`src/sv/optg_pkg.sv`:
```
`timescale 1ns / 1ps
`default_nettype none

package optg_pkg;

   // number formats
   localparam int FRAC_BITS  = 16;
   localparam int NORM_BITS  = 24;
   localparam int X_W        = 18;
   localparam int VALUE_W    = 20;
   localparam int ORDER_W    = 4;
   localparam int CFG_ORDER_W = 5;
   localparam int POLY_W     = 32;
   localparam int PROD_W     = 50;
   localparam int ACC_W      = 56;
   localparam int SCALE_W    = 27;
   localparam int SPROD_W    = 60;

   // order limits
   localparam int MAX_ORDER  = 16;
   localparam int RESULT_CAP = 16;
   localparam int ORDER_CAP  = (MAX_ORDER < RESULT_CAP) ? MAX_ORDER : RESULT_CAP;
   localparam int ORDER_IDX_W = $clog2(ORDER_CAP);
   localparam logic [CFG_ORDER_W-1:0] ORDER_CAP_V = CFG_ORDER_W'(ORDER_CAP);
   localparam logic [CFG_ORDER_W-1:0] ORDER_SEEDS = CFG_ORDER_W'(2);

   // fixed point constants
   localparam int ONE_VAL = 1 << FRAC_BITS;
   localparam logic signed [X_W-1:0] X_MAX = X_W'(ONE_VAL);
   localparam logic signed [X_W-1:0] X_MIN = -X_MAX;
   localparam logic signed [POLY_W-1:0] POLY_ONE = POLY_W'(ONE_VAL);
   localparam logic [SCALE_W-1:0] SCALE_UNIT = SCALE_W'(1) << NORM_BITS;
   localparam logic signed [35:0] OUT_MAX = 36'(5 * ONE_VAL);
   localparam logic signed [35:0] OUT_MIN = -OUT_MAX;
   localparam logic signed [POLY_W-1:0] POLY_MAX = {1'b0, {(POLY_W-1){1'b1}}};
   localparam logic signed [POLY_W-1:0] POLY_MIN = {1'b1, {(POLY_W-1){1'b0}}};

   // digit-serial divider
   localparam int DIV_W       = 36;
   localparam int DIV_DIGIT_W = 4;
   localparam int DIV_STEPS   = DIV_W / DIV_DIGIT_W;
   localparam int DIV_CNT_W   = $clog2(DIV_STEPS);
   localparam int DIVISOR_W   = 4;
   localparam logic signed [39:0] DIV_HI = {5'b00000, {(DIV_W-1){1'b1}}};
   localparam logic signed [39:0] DIV_LO = {5'b11111, {(DIV_W-1){1'b0}}};

   // configuration registers
   localparam int CSR_INDEX_W = 2;
   localparam int CSR_DATA_W  = 5;
   localparam logic [CSR_INDEX_W-1:0] CSR_POLY_KIND   = 2'd0;
   localparam logic [CSR_INDEX_W-1:0] CSR_FIRST_ORDER = 2'd1;
   localparam logic [CSR_INDEX_W-1:0] CSR_END_ORDER   = 2'd2;

   localparam logic KIND_CHEB = 1'b0;
   localparam logic KIND_LEG  = 1'b1;

   typedef struct packed {
      logic signed [X_W-1:0] sample_x;
      logic                  block_end_in;
   } req_type;

   typedef struct packed {
      logic signed [VALUE_W-1:0] poly_value;
      logic [ORDER_W-1:0]        poly_order;
      logic                      last_order;
      logic                      block_end_out;
   } rsp_type;

   typedef struct packed {
      logic load;
      logic step;
   } div_ctrl_type;

   typedef struct packed {
      logic last;
   } div_stat_type;

   // microcode
   localparam int UPC_W = 4;

   typedef enum logic [3:0] {
      OP_NOP,
      OP_LOAD,
      OP_MUL,
      OP_CHEB,
      OP_LEG_A,
      OP_LEG_B,
      OP_DIV_LOAD,
      OP_DIV_STEP,
      OP_DIV_FIN,
      OP_SEED,
      OP_COMMIT,
      OP_EMIT
   } op_type;

   typedef enum logic [2:0] {
      C_NEVER,
      C_ALWAYS,
      C_NO_START,
      C_DONE,
      C_LOW_ORDER,
      C_LEGENDRE,
      C_DIV_MORE
   } cond_type;

   typedef struct packed {
      op_type            op;
      cond_type          cond;
      logic [UPC_W-1:0]  target;
   } ucode_type;

   localparam logic [UPC_W-1:0] UA_WAIT     = 4'd0;
   localparam logic [UPC_W-1:0] UA_TEST_END = 4'd1;
   localparam logic [UPC_W-1:0] UA_TEST_LOW = 4'd2;
   localparam logic [UPC_W-1:0] UA_MUL      = 4'd3;
   localparam logic [UPC_W-1:0] UA_CHEB     = 4'd4;
   localparam logic [UPC_W-1:0] UA_LEG_A    = 4'd5;
   localparam logic [UPC_W-1:0] UA_LEG_B    = 4'd6;
   localparam logic [UPC_W-1:0] UA_DIV_LOAD = 4'd7;
   localparam logic [UPC_W-1:0] UA_DIV_STEP = 4'd8;
   localparam logic [UPC_W-1:0] UA_DIV_FIN  = 4'd9;
   localparam logic [UPC_W-1:0] UA_SEED     = 4'd10;
   localparam logic [UPC_W-1:0] UA_COMMIT   = 4'd11;
   localparam logic [UPC_W-1:0] UA_EMIT     = 4'd12;

   function automatic ucode_type ucode_rom(input logic [UPC_W-1:0] addr);
      ucode_type w;
      unique case (addr)
         UA_WAIT:     w = '{OP_LOAD,     C_NO_START,  UA_WAIT};
         UA_TEST_END: w = '{OP_NOP,      C_DONE,      UA_WAIT};
         UA_TEST_LOW: w = '{OP_NOP,      C_LOW_ORDER, UA_SEED};
         UA_MUL:      w = '{OP_MUL,      C_LEGENDRE,  UA_LEG_A};
         UA_CHEB:     w = '{OP_CHEB,     C_ALWAYS,    UA_COMMIT};
         UA_LEG_A:    w = '{OP_LEG_A,    C_NEVER,     UA_WAIT};
         UA_LEG_B:    w = '{OP_LEG_B,    C_NEVER,     UA_WAIT};
         UA_DIV_LOAD: w = '{OP_DIV_LOAD, C_NEVER,     UA_WAIT};
         UA_DIV_STEP: w = '{OP_DIV_STEP, C_DIV_MORE,  UA_DIV_STEP};
         UA_DIV_FIN:  w = '{OP_DIV_FIN,  C_ALWAYS,    UA_COMMIT};
         UA_SEED:     w = '{OP_SEED,     C_NEVER,     UA_WAIT};
         UA_COMMIT:   w = '{OP_COMMIT,   C_NEVER,     UA_WAIT};
         UA_EMIT:     w = '{OP_EMIT,     C_ALWAYS,    UA_TEST_END};
         default:     w = '{OP_NOP,      C_ALWAYS,    UA_WAIT};
      endcase
      return w;
   endfunction

   // normalisation table, sqrt((2n+1)/2) with NORM_BITS fraction bits
   typedef logic [ORDER_CAP-1:0][SCALE_W-1:0] scale_table_type;

   function automatic logic [63:0] isqrt64(input logic [63:0] arg);
      logic [63:0] v;
      logic [63:0] res;
      logic [63:0] bit_v;
      v     = arg;
      res   = '0;
      bit_v = 64'd1 << 62;
      for (int i = 0; i < 32; i++) begin
         if (v >= res + bit_v) begin
            v   = v - (res + bit_v);
            res = (res >> 1) + bit_v;
         end else begin
            res = res >> 1;
         end
         bit_v = bit_v >> 2;
      end
      return res;
   endfunction

   function automatic scale_table_type build_scale_table();
      scale_table_type t;
      logic [63:0] arg;
      for (int n = 0; n < ORDER_CAP; n++) begin
         arg  = 64'(2 * n + 1) << (2 * NORM_BITS - 1);
         t[n] = SCALE_W'(isqrt64(arg));
      end
      return t;
   endfunction

   localparam scale_table_type SCALE_TABLE = build_scale_table();

   function automatic logic signed [POLY_W-1:0] sat32(input logic signed [63:0] v);
      logic signed [POLY_W-1:0] r;
      if (v > 64'(POLY_MAX)) begin
         r = POLY_MAX;
      end else if (v < 64'(POLY_MIN)) begin
         r = POLY_MIN;
      end else begin
         r = POLY_W'(v);
      end
      return r;
   endfunction

endpackage

`default_nettype wire

```
`src/sv/optg_divider.sv`:
```
`timescale 1ns / 1ps
`default_nettype none

module optg_divider (
   input  logic                                clock,
   input  logic                                reset,
   input  optg_pkg::div_ctrl_type              ctrl,
   input  logic [optg_pkg::DIV_W-1:0]          dividend,
   input  logic [optg_pkg::DIVISOR_W-1:0]      divisor,
   output optg_pkg::div_stat_type              stat,
   output logic [optg_pkg::DIV_W-1:0]          quotient
);
   import optg_pkg::*;

   logic [DIV_W-1:0]     work_ff, work_in;
   logic [DIVISOR_W-1:0] rem_ff, rem_in;
   logic [DIVISOR_W-1:0] dvs_ff, dvs_in;
   logic [DIV_CNT_W-1:0] count_ff, count_in;
   logic [DIVISOR_W:0]   part;

   // four restoring steps a cycle while step is high; quotient bits shift in as dividend bits shift out
   always_comb begin
      work_in  = work_ff;
      rem_in   = rem_ff;
      dvs_in   = dvs_ff;
      count_in = count_ff;
      part     = '0;
      if (ctrl.load) begin
         work_in  = dividend;
         rem_in   = '0;
         dvs_in   = divisor;
         count_in = '0;
      end else if (ctrl.step) begin
         for (int i = 0; i < DIV_DIGIT_W; i++) begin
            part    = {rem_in, work_in[DIV_W-1]};
            work_in = {work_in[DIV_W-2:0], 1'b0};
            if (part >= {1'b0, dvs_ff}) begin
               part       = part - {1'b0, dvs_ff};
               work_in[0] = 1'b1;
            end
            rem_in = part[DIVISOR_W-1:0];
         end
         count_in = count_ff + DIV_CNT_W'(1);
      end
   end

   always_ff @(posedge clock) begin
      if (reset) begin
         count_ff <= '0;
      end else begin
         count_ff <= count_in;
      end
      work_ff <= work_in;
      rem_ff  <= rem_in;
      dvs_ff  <= dvs_in;
   end

   assign stat.last = (count_ff == DIV_CNT_W'(DIV_STEPS - 1));
   assign quotient  = work_ff;

endmodule

`default_nettype wire

```
`config.mk`:
```
export PLATFORM = sky130hd
export DESIGN_NAME = optg_divider
export DESIGN_NICKNAME = d
export VERILOG_FILES = /design/src/sv/optg_pkg.sv /design/src/sv/optg_divider.sv
export SDC_FILE = /design/constraint.sdc
export NUM_CORES = 1
export LEC_CHECK = 0
export BUFFER_PORTS_ARGS = -buffer_cell sky130_fd_sc_hd__buf_2
export CORE_MARGIN = 3
export CORE_UTILIZATION = 52
export CTS_CLUSTER_SIZE = 30
export DETAILED_ROUTE_END_ITERATION = 7
export GPL_TIMING_DRIVEN = 0
export MAX_ROUTING_LAYER = met4
export PLACE_DENSITY = 0.91
export SYNTH_ARGS = -nofsm -noshare
export SYNTH_HDL_FRONTEND = slang
export SYNTH_SLANG_ARGS = --single-unit
```
`constraint.sdc`:
```
create_clock -name clock -period 7.6 [get_ports clock]
set_clock_uncertainty 0.1 [all_clocks]
set_input_delay 0.38 -clock clock [delete_from_list [all_inputs] [get_ports clock]]
set_output_delay 0.38 -clock clock [all_outputs]
set_load 0.05 [all_outputs]
```
==> reports/qor.yml, run 1 <==
drt_first_pass_iters: 4
fin_crit_ns: 7.05
place_congestion: 0.828
port_buffers: 80
status: "completed"
path_class: "reg -> reg"
die_x_um: 80.1
grt_overflow: 0
area_growth_pct: 20.1
row_count: 26
combPwrFrac_pct: 67.6
drv_cap: 0
clk_latency_ns: 0.30
multiInputGateArea_um2: 1410
path_clk_slew_ns: 0.09
crit_path_top_delay_cell: "edfxtp_1"
wire_per_inst_um: 17.5
ctsHoldBuffers: 0
ant_nets: 0
drc: 0
post_cts_buffers: 0
cts_tree: "built"
p_leak_nw: 1.48
path_buf_inv: 3
wl_um: 6560
cts_buffer_depth: 2
numCtsBuffers: 5
yosys_most_used_dff: "edfxtp_1"
max_freq_mhz: 142
dieHeight_um: 80.1
peakVddDrop_mv: 0.277
synthesis.nets: 284
cts_num_sinks: 48
antenna_found_initial: 0
synth.distinct_cells: 47
p_seq_share_pct: 23.3
power.switching_mw: 0.727
drive_gt1_share_pct: 44.1
ys_seq_area_share_pct: 47.6
slew_headroom_pct: 43.1
internal-power_mw: 0.880
ios: 81
synth_edf_count: 40
critical_path.top_delay_family: "compound AO/OA/AOI/OAI gates"
synthArstFlopShare_pct: 0
tns_ns: 0
viasPerCell: 5.60
fin_total_pwr_mw: 1.61
nets: 371
worstPathRequired_ns: 7.67
ys_seq_elements: 48
hp-class: "in -> reg"
arrival_ns: 7.13
cp-end-kind: "flop"
dp_cells: 368
start_util_pct: 54.9
first_global_vias: 2250
switching_share_pct: 45.3
fin_crit_sh_pct: 92.8
netlist_instances: 218
path_max_fanout: 7
worstMarginPinSlew_ns: 0.854
h-tree-depth: 2
setup_viol: 0
syn_area_um2: 2860
grtUsageTotal_pct: 22.4
register_area_um2: 1360
clkPwrFrac_pct: 9.1
cp_common_cell: "ha_1"
slew_viol_final: 0
dieArea_um2: 6420
antenna_cells: 0
grt_pass1_wl_um: 10400
power.density_nw_per_um2: 468
drt_iter0_markers: 85
clockRootBuffer: "clkbuf_8"
utilization_pct: 65.9
fillers: 382
final_cells: 376
report.final.hold_viol_count: 0
grt_max_degree: 37
coreArea_um2: 5200
dp_hpwl_um: 5100
critPathLaunchType: "flop"
dr_total_vias: 2106
max_stage_delay_ns: 0.46
ys_warn_count: 0
avgSynthCellArea_um2: 13.1
[metal layers]
layer	track usage, %	part of all wire [%]	up-vias
met4	12.0	3.5	0
met5	-	0	-
li1	-	-	986
met1	25.2	40	1014
met3	4.26	6.0	22
met2	37.6	50	84
[sequential cells by signal, summed over array words and instances, names as in the netlist]
register  count
quotient     36
count_ff      4
dvs_ff        4
rem_ff        4
[logic make-up after synthesis]
group	count (synthesis)	share of synthesized area (%)
and+or+nand+nor	35	7.27
DFF	48	47.6
xor gates and xnor gates	9	2.76
buffers and inverters	25	3.28
AOI/OAI and AO/OA	31	9.06
adders and majority gates	22	10.7
muxes	48	19.3
[through the flow]
| step | setup WS [ns] | cell area (um^2) | hold WS [ns] |
|---|---|---|---|
| 3_3_place_gp | 0.721 | 3350 | 0.387 |
| 4_1_cts | 0.514 | 3430 | 0.149 |
| 6_report | 0.546 | 3430 | 0.156 |
| 5_1_grt | -0.0261 | 3430 | 0.150 |
| 2_1_floorplan | 1.15 | 2860 | 0.357 |
| 3_5_place_dp | 0.570 | 3350 | 0.408 |
[what timing repair did]
action / in CTS / in global routing
gates resized for setup: 0 / 1
endpoints found under the hold margin: 0 / 0
setup endpoints to repair: 0 / 4
[synth_stat cells (2+ instances only)]
master / n / area, um^2
mux2i_4: 2 / 45.0
or2_1: 2 / 12.5
nor2_1: 6 / 22.5
o21bai_1: 2 / 15.0
xnor2_1: 4 / 35.0
mux2_2: 37 / 417
nor3_1: 4 / 20.0
o21ai_0: 3 / 15.0
inv_1: 19 / 71.3
nand2_1: 5 / 18.8
mux2i_1: 9 / 90.1
dfxtp_1: 8 / 160
fa_1: 4 / 80.1
edfxtp_1: 40 / 1200
a21oi_1: 5 / 25.0
nand2b_1: 6 / 37.5
a21o_1: 4 / 30.0
a211oi_1: 3 / 22.5
ha_1: 18 / 225
nand4b_1: 2 / 17.5
xor2_1: 5 / 43.8
clkbuf_1: 5 / 18.8
[path summary, 6_finish.rpt]
kind | cells past startpoint | slack (ns) | to | start
hold reg to reg | 2 | 0.42 | rem_ff[1]$_SDFFE_PP0P_ | rem_ff[1]$_SDFFE_PP0P_
hold / removal | 1 | 0.16 | dvs_ff[1]$_DFFE_PP_ | divisor[1]
setup / recovery | 26 | 0.55 | rem_ff[1]$_SDFFE_PP0P_ | dvs_ff[1]$_DFFE_PP_
setup reg to reg | 26 | 0.55 | rem_ff[1]$_SDFFE_PP0P_ | dvs_ff[1]$_DFFE_PP_
[power groups by stage]
stage | Combinational [mW] | Clock [mW] | Sequential (mW)
finish | 1.09 | 0.146 | 0.375
global route | 1.18 | 0.157 | 0.380
CTS | 1.07 | 0.148 | 0.375
detailed placement | 1.06 | 0 | 0.379
global placement | 1.02 | 0 | 0.378
floorplan | 0.744 | 0 | 0.490
[worst register-to-register path, delay by kind of cell, from the launching register on]
| kind | cells | cell delay, ns |
|---|---|---|
| AND/OR/NAND/NOR | 1 | 0.19 |
| multiplexers | 6 | 2.00 |
| adder cells (fa/ha/maj) | 4 | 1.22 |
| flip-flops | 1 | 0.46 |
| buffers and inverters | 3 | 0.45 |
| AO/OA/AOI/OAI | 12 | 2.52 |
[final cells by class]
type	count	share of cell area (%)
clock inverters	3	0.401
clock buffers	5	2.01
repair buffers	80	11.7
multi-input cells	145	41.0
plain buffers	6	0.656
well taps	70	2.55
flip-flops and latches	48	39.7
inverters	19	2.08
[placed cells by master (no fill, tap or decap), types with 2 or more instances in the layout]
cell,count
ha_1,18
inv_1,19
mux2i_4,2
xnor2_1,4
clkbuf_1,5
o21ai_0,3
or2_1,2
nand2b_1,6
clkinv_2,2
nand2_1,5
nor3_1,4
mux2i_1,8
buf_2,80
nor2_1,6
o21bai_1,2
fa_1,4
clkbuf_8,5
nand4b_1,2
xor2_1,5
a21o_1,4
mux2_2,37
dfxtp_1,8
a21oi_1,5
edfxtp_1,40
a211oi_1,3
Power figures use the tool's default switching activity.
==> run 2: changes to the inputs <==
--- a/config.mk
+++ b/config.mk
@@ -8,11 +8,11 @@
 export BUFFER_PORTS_ARGS = -buffer_cell sky130_fd_sc_hd__buf_2
 export CORE_MARGIN = 3
 export CORE_UTILIZATION = 52
-export CTS_CLUSTER_SIZE = 30
 export DETAILED_ROUTE_END_ITERATION = 7
 export GPL_TIMING_DRIVEN = 0
 export MAX_ROUTING_LAYER = met4
 export PLACE_DENSITY = 0.91
+export RECOVER_POWER = 100
 export SYNTH_ARGS = -nofsm -noshare
 export SYNTH_HDL_FRONTEND = slang
 export SYNTH_SLANG_ARGS = --single-unit
==> run 2 against run 1 <==
  * The run now ends with max-capacitance violations, max-slew violations left
  * Die area did not move
  * Combinational power barely moved
  * Via count fell by 1.7%
  * Sequential share of layout area is 0.56 points higher
  * Total power down 0.43%
  * Wire length fell by 0.41%
  * Critical path depth is the same
  * Non-clock buffer count did not move
  * Critical path type unchanged
==> reports/qor.yml, run 2 (synthesis results as in run 1) <==
slew_headroom_pct: -66.9
area_growth_pct: 18.4
crit_path_top_delay_cell: "edfxtp_1"
fin_crit_sh_pct: 92.9
coreArea_um2: 5200
largest_register_ffs: 36
timing.final.ws_setup_ns: 0.541
reg2reg_depth: 26
die_x_um: 80.1
path_max_fanout: 7
worstMarginPinSlew_ns: 2.50
cts_tree: "built"
dieArea_um2: 6420
grtUsageTotal_pct: 22.4
cts_num_sinks: 48
port_buffers: 80
drt_first_pass_iters: 4
ant_nets: 0
r2r-end: "rem_ff[1]$_SDFFE_PP0P_"
cp_common_cell: "ha_1"
max_stage_delay_ns: 0.46
report.final.hold_viol_count: 0
cts_buffer_depth: 2
row_count: 26
mostFrequentLayoutCells: "clkbuf_1 (43), buf_2 (42), edfxtp_1 (40)"
clockRootBuffer: "clkbuf_8"
p_leak_nw: 1.37
ios: 81
hold_depth: 1
first_global_vias: 2250
crit_start: "dvs_ff[1]$_DFFE_PP_"
reg2reg_from: "dvs_ff[1]$_DFFE_PP_"
antenna_found_initial: 0
viasPerCell: 5.51
critPathLaunchType: "flop"
dieHeight_um: 80.1
status: "finished, violations left"
drt_iter0_markers: 83
grt_pass1_wl_um: 10400
max_freq_mhz: 142
antenna_cells: 0
grt_overflow: 0
h-tree-depth: 2
path_clk_slew_ns: 0.09
violations: "max-capacitance violations, max-slew violations"
dp_cells: 368
worstHoldStart: "divisor[1]"
path_class: "reg -> reg"
peakVddDrop_mv: 0.278
wl_um: 6540
fin_total_pwr_mw: 1.60
drive_gt1_share_pct: 31.0
grt_max_degree: 37
fin_crit_ns: 7.06
dr_total_vias: 2071
worstHoldEndpoint: "dvs_ff[1]$_DFFE_PP_"
postLayoutCellArea_um2: 3380
setup_viol: 0
cp-end-kind: "flop"
rrSetupSlack_ns: 0.54
wire_per_inst_um: 17.4
final_cells: 376
utilization_pct: 65.0
dp_slack_ns: 0.570
nets: 371
final_common_cell: "clkbuf_1"
place_congestion: 0.828
placed_cell_area_um2: 3350
worstPathRequired_ns: 7.67
hp-class: "in -> reg"
drc: 0
start_util_pct: 54.9
power.density_nw_per_um2: 473
drv_cap: 1
dp_hpwl_um: 5100
numCtsBuffers: 5
clk_latency_ns: 0.30
slew_viol_final: 37
arrival_ns: 7.13
run 2: cell type report:
| type | instances | area (um^2) |
|---|---|---|
| Buffer | 6 | 22.5 |
| Clock buffer | 5 | 68.8 |
| Clock inverter | 3 | 13.8 |
| Fill cell | 405 | 1820 |
| Inverter | 19 | 71.3 |
| Multi-Input combinational cell | 145 | 1410 |
| Sequential cell | 48 | 1360 |
| Tap cell | 70 | 87.6 |
| Timing Repair Buffer | 80 | 353 |
run 2: repair_timing:
| action | CTS | global route |
|---|---|---|
| hold buffers | 0 | 0 |
| setup endpoints to repair | 0 | 4 |
| gates resized for setup | 0 | 1 |
| setup buffers | 0 | 0 |
run 2: report_power, final:
group          total, mW  switching (mW)  internal [mW]
clock              0.147          0.0845         0.0626
sequential         0.376          0.0304          0.346
combinational       1.08           0.615          0.463
total               1.60           0.730          0.871
run 2: critical path: cells and delay by family (launching register included):
kind            cells  cell delay, ns
mux                 6            2.00
simple gates        1            0.19
buf+inv             3            0.45
compound gates     12            2.51
flops               1            0.46
fa+ha+maj           4            1.22
run 2: per-layer routing:
| metal | global-route usage (%) | up-vias | part of all wire [%] |
|---|---|---|---|
| met5 | - | - | 0 |
| met4 | 12.0 | 0 | 3.5 |
| met3 | 4.26 | 22 | 6.5 |
| met2 | 37.6 | 81 | 50 |
| met1 | 25.2 | 986 | 39 |
| li1 | - | 982 | - |
run 2: worst max path at each step:
| stage | end | cells past startpoint |
|---|---|---|
| 3_3_place_gp | rem_ff[3]$_SDFFE_PP0P_ | 26 |
| 5_1_grt | rem_ff[0]$_SDFFE_PP0P_ | 26 |
| 6_report | rem_ff[1]$_SDFFE_PP0P_ | 26 |
| 4_1_cts | rem_ff[3]$_SDFFE_PP0P_ | 26 |
| 3_5_place_dp | rem_ff[3]$_SDFFE_PP0P_ | 26 |
| 2_1_floorplan | rem_ff[1]$_SDFFE_PP0P_ | 27 |
run 2: per-stage QoR:
step	hold WS, ns	setup TNS, ns
after floorplan	0.357	0
after global placement	0.387	0
after detailed placement	0.408	0
after CTS	0.149	0
after global routing	0.150	-0.0473
final	0.152	0
==> run 3: changes to the inputs <==
--- a/config.mk
+++ b/config.mk
@@ -5,13 +5,13 @@
 export SDC_FILE = /design/constraint.sdc
 export NUM_CORES = 1
 export LEC_CHECK = 0
-export BUFFER_PORTS_ARGS = -buffer_cell sky130_fd_sc_hd__buf_2
 export CORE_MARGIN = 3
-export CORE_UTILIZATION = 52
+export CORE_UTILIZATION = 55
 export DETAILED_ROUTE_END_ITERATION = 7
+export DONT_BUFFER_PORTS = 1
 export GPL_TIMING_DRIVEN = 0
 export MAX_ROUTING_LAYER = met4
-export PLACE_DENSITY = 0.91
+export PLACE_DENSITY = 0.81
 export RECOVER_POWER = 100
 export SYNTH_ARGS = -nofsm -noshare
 export SYNTH_HDL_FRONTEND = slang
==> run 3 against run 2 <==
  * The flow still finishes with violations (max-capacitance violations, max-slew violations)
  * Wire length decreased by 14%
  * Sequential share of layout area up 3.9 points
  * Worst hold slack worse by 0.11 ns
  * Via count down 17%
  * Combinational power shrank 9%
  * Utilization down 1.7 points
  * Total power is 3.8% higher
  * Maximum frequency decreased by 1.7%
==> reports/qor.yml, run 3 (synthesis results as in run 1) <==
clk_latency_ns: 0.30
grt_overflow: 0
grt_use_met3_pct: 6.42
cts_tree: "built"
clockRootBuffer: "clkbuf_8"
p_leak_nw: 1.19
path_class: "reg -> reg"
worstPathRequired_ns: 7.67
dp_hpwl_um: 4290
coreArea_um2: 4880
grt_most_used_layer: "met2"
largest_register_ffs: 36
port_buffers: 0
numCtsBuffers: 5
fillers: 386
peakVddDrop_mv: 0.289
report.final.hold_viol_count: 0
drt_iter0_markers: 45
violations: "max-capacitance violations, max-slew violations"
hold_depth: 1
place_congestion: 0.808
drv_cap: 1
antenna_found_initial: 0
drive_gt1_share_pct: 24.9
fin_total_pwr_mw: 1.66
max_freq_mhz: 139
row_count: 25
met1_usage_pct: 23.3
utilization_pct: 63.3
antenna_cells: 0
final_cells: 296
drt_first_pass_iters: 4
setup_viol: 0
power.density_nw_per_um2: 538
grt_pass1_wl_um: 8850
mostFrequentLayoutCells: "edfxtp_1 (40), mux2_2 (35), inv_1 (19)"
h-tree-depth: 2
critPathLaunchType: "flop"
fin_crit_sh_pct: 94.5
nets: 294
dp_cells: 285
grtUsageTotal_pct: 19.5
dieArea_um2: 6100
path_clk_slew_ns: 0.09
drc: 0
fin_crit_ns: 7.18
hp-class: "in -> reg"
gr-usage-met2_pct: 31.9
start_util_pct: 58.6
dr_total_vias: 1724
worstMarginPinSlew_ns: 2.39
tns_ns: 0
final_common_cell: "edfxtp_1"
ant_nets: 0
dieHeight_um: 78.1
ios: 81
wire_per_inst_um: 18.9
slew_viol_final: 37
path_max_fanout: 7
grt_max_degree: 37
viasPerCell: 5.82
status: "finished, violations left"
wl_um: 5590
register_area_um2: 1360
arrival_ns: 7.25
first_global_vias: 1765
reg2reg_depth: 27
cts_buffer_depth: 2
area_growth_pct: 8.06
die_x_um: 78.1
cp-end-kind: "flop"
multiInputGateArea_um2: 1410
cts_num_sinks: 48
slew_headroom_pct: -59.5
## run 3: final cells by class
cell class                 instances  share of cell area, %
buffer                             6                  0.729
clock buffer                       7                   3.48
clock inverter                     1                  0.284
inverter                          19                   2.31
multi-input combinational        145                   45.7
sequential                        48                   44.1
tap                               67                   2.71
timing repair buffer               3                  0.729
## run 3: worst max-delay path: stages (launching register included)
cell and delay [ns]:
edfxtp_1 0.67, inv_1 0.14, ha_1 0.34, nand2b_1 0.19
a2111oi_4 0.40, nor2_1 0.19, mux2_2 0.34, inv_1 0.06
ha_1 0.22, a211oi_1 0.21, o21bai_1 0.19, a31oi_4 0.27
mux2_2 0.41, inv_1 0.07, ha_1 0.23, a211o_1 0.25
a21oi_1 0.20, a21bo_1 0.26, mux2i_4 0.22, mux2i_2 0.32
ha_1 0.29, a21o_1 0.16, a21o_1 0.18, a21oi_1 0.20
o2111ai_1 0.18, mux2i_4 0.32, mux2i_1 0.30, a211oi_1 0.11
## run 3: worst paths after layout
check | startpoint | end | slack, ns
setup / recovery | quotient[35]$_DFFE_PP_ | rem_ff[1]$_SDFFE_PP0P_ | 0.42
hold / removal | reset | count_ff[0]$_SDFFE_PP0P_ | 0.04
setup reg to reg | quotient[35]$_DFFE_PP_ | rem_ff[1]$_SDFFE_PP0P_ | 0.42
hold reg to reg | rem_ff[3]$_SDFFE_PP0P_ | rem_ff[3]$_SDFFE_PP0P_ | 0.39
## run 3: per-stage QoR
stage | area, um^2 | hold WS [ns] | worst slack [ns]
5_1_grt | 3090 | 0.0201 | -0.0136
3_3_place_gp | 2940 | 0.358 | 0.323
6_report | 3090 | 0.0418 | 0.421
3_5_place_dp | 2940 | 0.359 | 0.272
4_1_cts | 3060 | 0.0367 | 0.261
2_1_floorplan | 2860 | 0.357 | 1.15
## run 3: what timing repair did
item / in CTS / in global routing
buffers inserted: 0 / 3
setup endpoints to repair: 0 / 5
gates resized for setup: 0 / 2
hold buffers: 0 / 0
## run 3: report_power, final
group | switching (mW) | internal (mW) | leakage, nW
Clock | 0.0831 | 0.0943 | 0.0596
Combinational | 0.501 | 0.487 | 0.658
Sequential | 0.148 | 0.348 | 0.471
## run 3: routing by layer
metal  vias up  routed length [um]
met5         -                   0
met4         0                  91
met3        10                 391
met2        65                2800
met1       819                2310
li1        830                   -
